[src/rtl/rbp_pkg.sv]
// Package for the radar blip placer: register indexes, widths, arctangent table.
// Depends on nothing.
package rbp_pkg;
    localparam int W = 56;          // CORDIC datapath width (Q.12 pixels)
    localparam int ATAN_N = 24;
    localparam logic [31:0] GAIN_Q24 = 32'd10188014;

    typedef enum logic [2:0] {
        REG_SCALE = 3'd0, REG_RADIUS = 3'd1, REG_CX = 3'd2,
        REG_CY = 3'd3, REG_HW = 3'd4, REG_HH = 3'd5
    } t_reg_idx;

    typedef struct packed {
        logic [15:0] scale;
        logic [9:0]  radius;
        logic [11:0] cx;
        logic [11:0] cy;
        logic [7:0]  hw;
        logic [7:0]  hh;
    } t_cfg;

    function automatic logic [31:0] atan_f(input logic [4:0] i);
        logic [31:0] r;
        begin
            unique case (i)
                5'd0: r = 32'h20000000; 5'd1: r = 32'h12E4051E; 5'd2: r = 32'h09FB385B;
                5'd3: r = 32'h051111D4; 5'd4: r = 32'h028B0D43; 5'd5: r = 32'h0145D7E1;
                5'd6: r = 32'h00A2F61E; 5'd7: r = 32'h00517C55; 5'd8: r = 32'h0028BE53;
                5'd9: r = 32'h00145F2F; 5'd10: r = 32'h000A2F98; 5'd11: r = 32'h000517CC;
                5'd12: r = 32'h00028BE6; 5'd13: r = 32'h000145F3; 5'd14: r = 32'h0000A2FA;
                5'd15: r = 32'h0000517D; 5'd16: r = 32'h000028BE; 5'd17: r = 32'h0000145F;
                5'd18: r = 32'h00000A30; 5'd19: r = 32'h00000518; 5'd20: r = 32'h0000028C;
                5'd21: r = 32'h00000146; 5'd22: r = 32'h000000A3; 5'd23: r = 32'h00000051;
                default: r = 32'h0;
            endcase
            return r;
        end
    endfunction
endpackage

[src/rtl/rbp_cordic_stage.sv]
// One CORDIC micro-rotation with its output register, vectoring or rotation mode.
// Depends on rbp_pkg for the datapath width and arctangent table.
module rbp_cordic_stage #(
    parameter int IDX = 0,
    parameter int SW = 64
) (
    input  logic                   i_clk,
    input  logic                   i_en,
    input  logic                   i_vec,
    input  logic signed [rbp_pkg::W-1:0] i_x,
    input  logic signed [rbp_pkg::W-1:0] i_y,
    input  logic [32:0]            i_z,
    input  logic [SW-1:0]          i_side,
    output logic signed [rbp_pkg::W-1:0] o_x,
    output logic signed [rbp_pkg::W-1:0] o_y,
    output logic [32:0]            o_z,
    output logic [SW-1:0]          o_side
);
    localparam logic [31:0] A = rbp_pkg::atan_f(5'(IDX));
    logic pos;
    logic signed [rbp_pkg::W-1:0] xs, ys;
    assign xs = i_x >>> IDX;
    assign ys = i_y >>> IDX;
    // Vectoring drives y to zero; rotation drives the residual angle to zero.
    assign pos = i_vec ? ~i_y[rbp_pkg::W-1] : ~i_z[32];
    always_ff @(posedge i_clk) begin
        if (i_en) begin
            o_side <= i_side;
            if (pos ^ i_vec) begin
                o_x <= i_x - ys;
                o_y <= i_y + xs;
            end else begin
                o_x <= i_x + ys;
                o_y <= i_y - xs;
            end
            if (pos) o_z <= i_vec ? i_z + {1'b0, A} : i_z - {1'b0, A};
            else     o_z <= i_vec ? i_z - {1'b0, A} : i_z + {1'b0, A};
        end
    end
endmodule

[config.mk]
export PLATFORM = sky130hd
export DESIGN_NAME = rbp_cordic_stage
export DESIGN_NICKNAME = d
export VERILOG_FILES = /design/src/rtl/rbp_pkg.sv /design/src/rtl/rbp_cordic_stage.sv
export SDC_FILE = /design/constraint.sdc
export NUM_CORES = 1
export LEC_CHECK = 0
export ABC_AREA = 1
export CORE_MARGIN = 3
export CORE_UTILIZATION = 40
export DETAILED_ROUTE_END_ITERATION = 6
export DONT_BUFFER_PORTS = 1
export PLACE_DENSITY = 0.64
export SYNTH_ARGS = -nofsm -noshare
export SYNTH_HDL_FRONTEND = slang
export SYNTH_SLANG_ARGS = --single-unit
[constraint.sdc]
create_clock -name i_clk -period 2.5 [get_ports i_clk]
set_input_delay 0.25 -clock i_clk [delete_from_list [all_inputs] [get_ports i_clk]]
set_output_delay 0.25 -clock i_clk [all_outputs]
set_load 0.02 [all_outputs]
==> results by group, run 1 <==
Timing
  • Final setup violation count: 0
  • Worst slew margin: 56.73%
  • Slew Viols, Final: 0
  • Achievable frequency: 429.8 MHz
  • RSZ-0062 raised after global routing: no
  • Tightest Pin Transition: 0.6423 ns
  • Fin crit share: 93.06%
  • Worst hold slack: 0.02294 ns
  • Fin. Hold Viols: 0
  • Final WS setup: 0.1736 ns
  • Minimum clock period: 2.326 ns

Setup path
  • Critical path launch point type: input pin
  • Critical path class: in2reg
  • Biggest cell delay along the critical path: 0.56 ns
  • Most frequent CP cell: nand2_1
  • Worst Path Max Fanout: 3
  • Setup crit end kind: flip-flop
  • Cell breakdown of the critical path: dlygate4sd3_1 > ha_1 > fa_1 > inv_2 > nand2_1 > nand3_1 > buf_4 > nand2_1 > nand3_1 > nand2_1 > nand2_1 > nand2_1 > nand3_1 > nand2_1
  • Worst Path Required: 2.84 ns
  • Slowest-stage cell, CP: dlygate4sd3_1
  • Worst endpoint data arrival time: 2.66 ns

Pwr
  • Pleak: 14.27 nW
  • PD cells: 523.4 nW/um2
  • Peak supply drop: 495.8 uV

Synthesis
  • Unique masters post-synth: 46
  • Syn avg cell area: 6.352 um2
  • Most instantiated cells after synthesis: 1277 x nand2_1, 720 x inv_1, 273 x nand3_1, 208 x edfxtp_1, 191 x nor2_1
  • Cell taking the most area after synthesis: edfxtp_1
  • Cell Area, Synth: 22180 um2
  • Mapped Cells: 3491
  • Async set-reset flop share out of synthesis: 0%
  • Sequential area share after synthesis: 28.17%
  • Count leader, synth: nand2_1
  • Area contributors post-synth: edfxtp_1 28%, nand2_1 22%, inv_1 12%
  • Number of synthesized flops with an enable pin: 208
  • Synth Warn #: 0
  • Main synth FF type: edfxtp_1
  • Mapped Nets: 3887
  • Share of the synthesized area in the top cell type: 28.17%
  • Yosys reg bits: 208

GRT
  • Largest net degree at the start of global routing: 209
  • Vias in the first global route: 21680
  • Initial antenna violation count: 0
  • Grt total ovfl: 0
  • GR Util All Layers: 30.34%
  • First-pass GRT wire length: 131800 um

Final layout
  • Final Core Density: 48.78%
  • Area of the multi-input gates: 12660 um2
  • Layout cells sized above 1: 10.95%
  • Diode count: 0
  • Layout Area Growth over Synthesis: 19.55%
  • Fin cells: 4555
  • Register Area: 6246 um2
  • Nets: 4194
  • Fillers: 5633

Clock tree
  • Clock Sink Count: 208
  • Setup bufs post-CTS: 0
  • CTS HTree Levels: 1
  • Clock root buffer: clkbuf_16
  • CTS Buf Count: 26
  • CTS tree: built
  • CTS max path bufs: 3
  • Clock-pin slew on the worst setup and hold paths: 0.06 ns

Route
  • Final wirelength: 91810 um
  • Drt pass-1 iters: 6
  • Total number of vias: 23000
  • Routed WL per cell: 20.16 um
  • Initial drt markers: 2003
  • DRC errors left: 0
  • Via/cell ratio: 5.049
  • Final ANT Viol Nets: 0

Worst hold path
  • Hold WC Path Type: in2reg

Placed design
  • Dpl cells: 4409
  • DP Worst Slack: -0.03920 ns
  • Post-DP HPWL: 76710 um
  • Placer Congestion: 1.024
  • I/O Buffers: 0

Die
  • Top Ports: 421
  • DIE WIDTH: 241.5 um
  • Core ar.: 54350 um2
  • Height of the die: 241.5 um
  • DIE AREA: 58300 um2
  • Row cnt: 85
  • Initial core utilization: 40.81%

Status
  • Status: completed

Job
  • Max-cap violations: 0
==> sequential cells by signal (all words and copies together) (netlist names) <==
register and flops:
o_side 64, o_x 56, o_y 55, o_z 33
==> cell type report <==
| type | count | share of cell area [%] |
|---|---|---|
| clock inverters | 19 | 0.6890 |
| inverters | 737 | 10.44 |
| flip-flops and latches | 208 | 23.56 |
| repair buffers | 352 | 11.58 |
| multi-input cells | 2473 | 47.77 |
| well taps | 739 | 3.488 |
| clock buffers | 27 | 2.468 |
==> worst max-delay path, delay by kind of cell <==
kind / cells / cell delay (ns)
and+or+nand+nor: 9 / 0.91
adders and majority gates: 2 / 0.64
buffers and inverters: 3 / 0.84
==> through the flow <==
stage	cell area (um2)	setup TNS [ns]	power (W)
2_1_floorplan	22180	0	0.007930
3_3_place_gp	24620	-0.05043	0.009862
3_5_place_dp	24620	-0.1270	0.009847
4_1_cts	26420	0	0.01377
5_1_grt	26510	0	0.01460
6_report	26510	0	0.01388
==> power by group <==
part	switching [W]	internal, W	total, W	leakage (nW)
sequential	0.000811	0.00442	0.00523	2.03
clock	0.00164	0.00212	0.00376	0.400
combinational	0.00316	0.00172	0.00488	11.8
total	0.00562	0.00826	0.0139	14.3
==> repair_timing <==
| action | 4_1_cts | 5_1_grt |
|---|---|---|
| endpoints found under the setup margin | 0 | 9 |
| hold buffers | 97 | 3 |
| gates resized for setup | 0 | 2 |
| hold endpoints to repair | 304 | 62 |
==> worst paths after layout <==
path	depth (start not counted)	end	slack, ns	from
setup / recovery	14	o_x[36]	0.17	i_y[0]
hold / removal	4	o_z[32]	0.02	i_vec
==> cells in the final DEF (no fill, tap or decap), drive strengths merged, types with 2 or more instances in the layout <==
cell type    instances
xor2                49
o211ai               7
nand4               53
clkbuf              27
and2                 6
clkinvlp             3
mux2i                4
nand2             1295
nand3              281
o21bai              31
edfxtp             208
buf                255
dlygate4sd3         97
clkinv              15
o21a                 6
o21ai               95
inv                736
a21oi              178
nor3                24
ha                 181
fa                   3
nor2               247
bufinv               2
or2                  4
==> cells by family (layout without fill, tap and decap cells) <==
| group | count (synthesis) | in the layout | share of synthesized area, % |
|---|---|---|---|
| flops | 208 | 208 | 28.17 |
| mux | 4 | 4 | 0.1806 |
| compound gates | 322 | 322 | 7.950 |
| buf+inv | 810 | 1135 | 14.78 |
| xor+xnor | 50 | 50 | 1.975 |
| fa+ha+maj | 184 | 184 | 10.48 |
| simple gates | 1913 | 1913 | 36.46 |
==> routing by layer <==
metal / up-vias / global-route usage [%] / part of all wire [%]
met5: - / 0 / 0
met4: 0 / 12.76 / 4.9
met3: 163 / 5.373 / 8.5
met2: 1016 / 51.36 / 46
met1: 10410 / 38.17 / 41
li1: 11410 / - / -
No activity file was read; power rests on OpenSTA's default activity.
==> run 2, diff against run 1 <==
- PLACE_DENSITY: 0.64 -> 0.61
==> run 2 against run 1 <==
Against the previous run: the flow now finishes with violations (hold timing); sequential share of layout area up 0.094 points; global-route usage up 0.19 points; combinational power down 2%; clock-buffer cell count up 3; sequential cell count unchanged; clock power up 8.2%; total power up 1.7%; worst setup slack worse by 0.091 ns.
==> results by group, run 2 (synthesis results as in run 1) <==
Clock tree
  • CTS tree: built
  • Setup bufs post-CTS: 0 (unchanged)
  • CTS Buf Count: 26 (unchanged)
  • CTS HTree Levels: 1 (unchanged)
  • Hold Buf Count CTS: 95 (-2.1%)
  • Clock Sink Count: 208 (unchanged)
  • CTS max path bufs: 3 (unchanged)
  • Clock root buffer: clkbuf_16
  • Clock-pin slew on the worst setup and hold paths: 0.06 ns (about the same)

Pwr
  • Peak supply drop: 411.5 uV (-17%)
  • Internal Power: 0.008468 W (+2.5%)
  • Pleak: 14.20 nW (-0.43%)
  • Sw frac: 39.99% (-0.49 points)
  • Clock share of power: 28.9% (+1.8 points)
  • Seq pwr share: 37.2% (-0.5 points)
  • Switching power: 0.005644 W (+0.49%)
  • PD cells: 534.4 nW/um2 (+2.1%)
  • Total power: 0.01411 W (+1.7%)
  • Comb pwr share: 34.0% (-1.2 points)

Final layout
  • Number of flip-flops in the largest register: 64 (unchanged)
  • Diode count: 0 (unchanged)
  • Final Core Density: 48.59% (-0.19 points)
  • Top Registers: o_side (64), o_x (56), o_y (55)
  • Reg with most FFs: o_side
  • Layout cells sized above 1: 10.68% (-0.27 points)
  • Commonest non-fill, non-tap cell in the layout: nand2_1
  • Layout Area Growth over Synthesis: 19.08%
  • Nets: 4177 (-0.41%)
  • Commonest non-fill, non-tap cells in the layout: 1276 x nand2_1, 719 x inv_1, 272 x nand3_1
  • Finished Cell Area: 26410 um2 (-0.40%)

Timing
  • Fin. Hold Viols: 53 (+53)
  • RSZ-0062 raised after global routing: no
  • Slew Viols, Final: 0 (unchanged)
  • Worst slew margin: 56.15% (-0.58 points)
  • Fin crit share: 96.71% (+3.7 points)
  • Minimum clock period: 2.418 ns (+0.09127 ns)
  • Worst hold slack: -0.1837 ns (-0.2067 ns)
  • Final setup violation count: 0 (unchanged)
  • Achievable frequency: 413.6 MHz (-3.8%)
  • Tightest Pin Transition: 0.6578 ns (+0.01548 ns)
  • Final setup TNS: 0 ns (unchanged)

Placed design
  • Post-DP HPWL: 76630 um (-0.10%)
  • I/O Buffers: 0 (unchanged)
  • Post-DP Area: 24550 um2 (-0.26%)
  • Placer Congestion: 1.041 (+1.7%)

Route
  • Initial drt markers: 1994 (-0.45%)
  • DRC errors left: 0 (unchanged)
  • Drt pass-1 iters: 6 (unchanged)
  • Final wirelength: 92690 um (+0.95%)
  • Final ANT Viol Nets: 0 (unchanged)
  • Routed WL per cell: 20.42 um (+1.3%)
  • Total number of vias: 22890 (-0.47%)
  • Via/cell ratio: 5.041 (-0.15%)

GRT
  • First-pass GRT wire length: 132400 um (+0.46%)
  • Largest net degree at the start of global routing: 209 (unchanged)
  • GR Util All Layers: 30.54% (+0.19 points)
  • Vias in the first global route: 21690 (+0.0092%)
  • Initial antenna violation count: 0 (unchanged)
  • GRT busiest layer: met2
  • M3 GR Usage: 5.237% (-0.14 points)
  • Grt total ovfl: 0 (unchanged)
  • M2 GR Usage: 51.89% (+0.53 points)
  • M1 GR Usage: 38.41% (+0.24 points)

Die
  • Row cnt: 85 (unchanged)
  • Initial core utilization: 40.81% (unchanged)
  • Top Ports: 421 (unchanged)
  • DIE AREA: 58300 um2 (unchanged)
  • DIE WIDTH: 241.5 um (unchanged)
  • Core ar.: 54350 um2 (unchanged)
  • Height of the die: 241.5 um (unchanged)

Setup path
  • Slowest-stage cell, CP: dlygate4sd3_1
  • Critical path class: in2reg
  • Biggest cell delay along the critical path: 0.57 ns (about the same)
  • Worst Path Max Fanout: 4 (+1)
  • Critical path launch point type: input pin
  • Worst endpoint data arrival time: 2.74 ns (+0.08 ns)
  • Cell breakdown of the critical path: dlygate4sd3_1 > ha_1 > fa_1 > inv_2 > nand2_1 > nand3_1 > buf_4 > nand2_1 > nand3_1 > nand2_1 > nand2_1 > nand2_1 > nand3_1 > nand2_1
  • Worst Path Required: 2.82 ns (-0.02 ns)
  • Setup crit end kind: flip-flop
  • Most frequent CP cell: nand2_1

Status
  • Failing checks: hold timing
  • Status: finished, violations left

Job
  • Max-cap violations: 0 (unchanged)

Worst hold path
  • Hold WC Path Type: in2reg
run 2: path summary, 6_finish.rpt:
check / cells past startpoint / end / from / slack, ns
setup / recovery: 14 / o_x[52] / i_y[0] / 0.08
hold / removal: 0 / o_y[20] / i_en / -0.18
run 2: through the flow:
stage,setup WS (ns),instances
floorplan,0.4627,3491
global placement,-0.05614,4397
detailed placement,-0.03723,4397
CTS,0.07046,4540
global route,0.004682,4540
finish,0.08228,4540
run 2: power by group through the flow:
stage	Combinational (W)	Sequential [W]	Clock, W
3_5_place_dp	0.00454	0.00531	0
2_1_floorplan	0.00282	0.00511	0
6_report	0.00480	0.00524	0.00407
3_3_place_gp	0.00455	0.00532	0
4_1_cts	0.00470	0.00524	0.00412
5_1_grt	0.00524	0.00528	0.00427
run 2: layout make-up:
type,count,area [um2]
Clock buffer,30,665.6
Clock inverter,18,234.0
Fill cell,5669,27940
Inverter,737,2769
Multi-Input combinational cell,2473,12660
Sequential cell,208,6246
Tap cell,739,924.6
Timing Repair Buffer,335,2903
run 2: per-layer routing:
layer,share of wire (%),up-vias,wire length [um]
met2,45,1003,42170
met3,8.6,175,7975
met5,0,-,0
met1,41,10340,38090
met4,4.8,0,4455
li1,-,11370,-
run 2: repair_timing:
| action | 4_1_cts | 5_1_grt |
|---|---|---|
| endpoints found under the setup margin | 0 | 10 |
| resized for setup | 0 | 2 |
| hold endpoints to repair | 303 | 95 |
run 2: worst max-delay path: cells and delay by family:
family / cells / cell delay [ns]
buffers and inverters: 3 / 0.87
adder cells (fa/ha/maj): 2 / 0.63
AND/OR/NAND/NOR: 9 / 0.97
==> run 3, diff against run 2 <==
- CORE_ASPECT_RATIO: unset -> 1.25
- CORE_UTILIZATION: 40 -> 55
- PLACE_DENSITY: 0.61 -> 0.77
==> run 3 against run 2 <==
Against the previous run: the flow finishes with violations (DRC, hold timing); design area decreased by 1.6%; sequential share of layout area grew 0.38 points; sequential cell count unchanged; worst hold slack better by 0.043 ns; non-clock buffer count up 30; fmax up 13%; core utilization up 17 points; clock-buffer cell count shrank 7; global-route usage increased by 9.5 points; via count up 3.0%; critical path type unchanged; largest power group unchanged.
==> results by group, run 3 (synthesis results as in run 1) <==
Status
  • Status: finished, violations left
  • Failing checks: DRC, hold timing

Setup path
  • Most frequent CP cell: nand2_1
  • Critical path launch point type: input pin
  • Slowest-stage cell, CP: fa_1
  • CP bufs+invs: 2 (-1)
  • Kind of cell adding the most delay to the critical path: simple AND/OR/NAND/NOR gates
  • Setup crit end kind: flip-flop
  • Biggest cell delay along the critical path: 0.52 ns (-0.05 ns)
  • Critical path class: in2reg
  • Worst endpoint data arrival time: 2.44 ns (-0.30 ns)
  • Worst Path Required: 2.79 ns (-0.03 ns)
  • Worst Path Max Fanout: 4 (unchanged)
  • Cell breakdown of the critical path: inv_1 > ha_1 > fa_1 > inv_1 > nand2_1 > nand3_1 > nand2_1 > nand2_1 > nand2_1 > nand2_1 > nand2_1 > nand3_1 > nand2_1 > nand3_1 > nand2_1

Final layout
  • Diode count: 0 (unchanged)
  • Layout cells sized above 1: 11.00% (+0.32 points)
  • Fin cells: 4316 (-4.9%)
  • Commonest non-fill, non-tap cells in the layout: 1276 x nand2_1, 720 x inv_1, 273 x nand3_1
  • Commonest non-fill, non-tap cell in the layout: nand2_1
  • Layout Area Growth over Synthesis: 17.21%
  • Top Registers: o_side (64), o_x (56), o_y (55)
  • Nets: 4202 (+0.60%)
  • Reg with most FFs: o_side
  • Number of flip-flops in the largest register: 64 (unchanged)

Die
  • Initial core utilization: 56.25% (+15 points)
  • DIE WIDTH: 185.6 um (-23%)
  • Top Ports: 421 (unchanged)
  • Core ar.: 39420 um2 (-27%)
  • Height of the die: 230.5 um (-4.5%)
  • DIE AREA: 42780 um2 (-27%)
  • Row cnt: 81 (-4.7%)

Clock tree
  • Hold Buf Count CTS: 96 (+1.1%)
  • CTS Buf Count: 21 (-19%)
  • Clock root buffer: clkbuf_16
  • CTS HTree Levels: 1 (unchanged)
  • Clock-pin slew on the worst setup and hold paths: 0.07 ns (about the same)
  • CTS max path bufs: 3 (unchanged)
  • CTS tree: built
  • Clock Sink Count: 208 (unchanged)

Timing
  • Minimum clock period: 2.147 ns (-0.2703 ns)
  • Final setup violation count: 0 (unchanged)
  • Slew Viols, Final: 0 (unchanged)
  • Achievable frequency: 465.7 MHz (+13%)
  • Fin. Hold Viols: 53 (unchanged)
  • Worst hold slack: -0.1408 ns (+0.04291 ns)
  • Worst slew margin: 59.13% (+3.0 points)
  • Fin crit share: 85.90% (-11 points)
  • Tightest Pin Transition: 0.6066 ns (-0.05118 ns)
  • Final WS setup: 0.3526 ns (+0.2703 ns)
  • Final setup TNS: 0 ns (unchanged)
  • RSZ-0062 raised after global routing: no

Route
  • DRC errors left: 1 (+1)
  • Final ANT Viol Nets: 0 (unchanged)
  • Via/cell ratio: 5.462 (+8.4%)
  • Initial drt markers: 2410 (+21%)
  • Routed WL per cell: 20.63 um (+1.1%)
  • Drt pass-1 iters: 7 (+1)
  • Total number of vias: 23580 (+3.0%)
  • Final wirelength: 89060 um (-3.9%)

Pwr
  • Pleak: 14.20 nW (about the same)
  • Peak supply drop: 636.6 uV (+55%)
  • PD cells: 507.2 nW/um2 (-5.1%)

Placed design
  • I/O Buffers: 0 (unchanged)
  • DP Worst Slack: -0.01111 ns (+0.02612 ns)
  • Dpl cells: 4185 (-4.8%)
  • Post-DP HPWL: 72500 um (-5.4%)
  • Placer Congestion: 1.120 (+7.6%)

GRT
  • Grt total ovfl: 0 (unchanged)
  • Vias in the first global route: 22310 (+2.9%)
  • GRT busiest layer: met2
  • M2 GR Usage: 65.87% (+14 points)
  • GR Util All Layers: 40.06% (+9.5 points)
  • Initial antenna violation count: 0 (unchanged)
  • First-pass GRT wire length: 128800 um (-2.7%)
  • Largest net degree at the start of global routing: 209 (unchanged)
  • M1 GR Usage: 44.12% (+5.7 points)
  • M3 GR Usage: 9.771% (+4.5 points)

Job
  • Max-cap violations: 0 (unchanged)

Worst hold path
  • Hold WC Path Type: in2reg
==> run 3: cell types whose count changed in the layout (fill, tap and decap cells not counted), sizes merged <==
cell,previous run,this run
buf,240,269
dlygate4sd3,95,96
bufinv,4,2
inv,739,736
clkinvlp,1,0
clkbuf,30,23
==> run 3: what timing repair did <==
action	4_1_cts	5_1_grt
resized for setup	0	0
setup buffers	0	0
hold endpoints to repair	304	208
==> run 3: per-stage QoR <==
stage | hold WS (ns) | instance area (um2) | util [%] | power, W
finish | -0.1408 | 25990 | 65.93 | 0.01318
global route | -0.1571 | 25990 | 65.93 | 0.01375
CTS | -0.1718 | 25990 | 65.93 | 0.01295
detailed placement | 0.3489 | 24380 | 61.84 | 0.009748
global placement | 0.3489 | 24380 | 61.84 | 0.009720
floorplan | 0.3489 | 22180 | - | 0.007930
==> run 3: final timing paths <==
check | slack [ns] | to | depth (start not counted) | start
worst max-delay path | 0.35 | o_x[48] | 15 | i_x[0]
worst min-delay path | -0.14 | o_side[35] | 0 | i_en
==> run 3: final cells by class <==
cell class              count  area [um2]
inverters                 737        2768
well taps                 498       623.1
multi-input cells        2473       12660
clock inverters            12       121.4
flip-flops and latches    208        6246
clock buffers              23       533.0
repair buffers            365        3043
fillers                  3593       13430
==> run 3: report_power, final <==
part           total (W)  leakage [nW]  switching [W]  internal (W)
clock            0.00319         0.324        0.00143       0.00175
sequential       0.00518          2.03       0.000764       0.00442
combinational    0.00482          11.8        0.00309       0.00172
==> run 3: metal layers <==
layer  share of wire, %  up-vias  wire length (um)
met1                 34    10440             30200
met5              0.042        -                37
li1                   -    11400                 -
met3                 11      373             10040
met2                 45     1367             40030
met4                9.8        2              8755
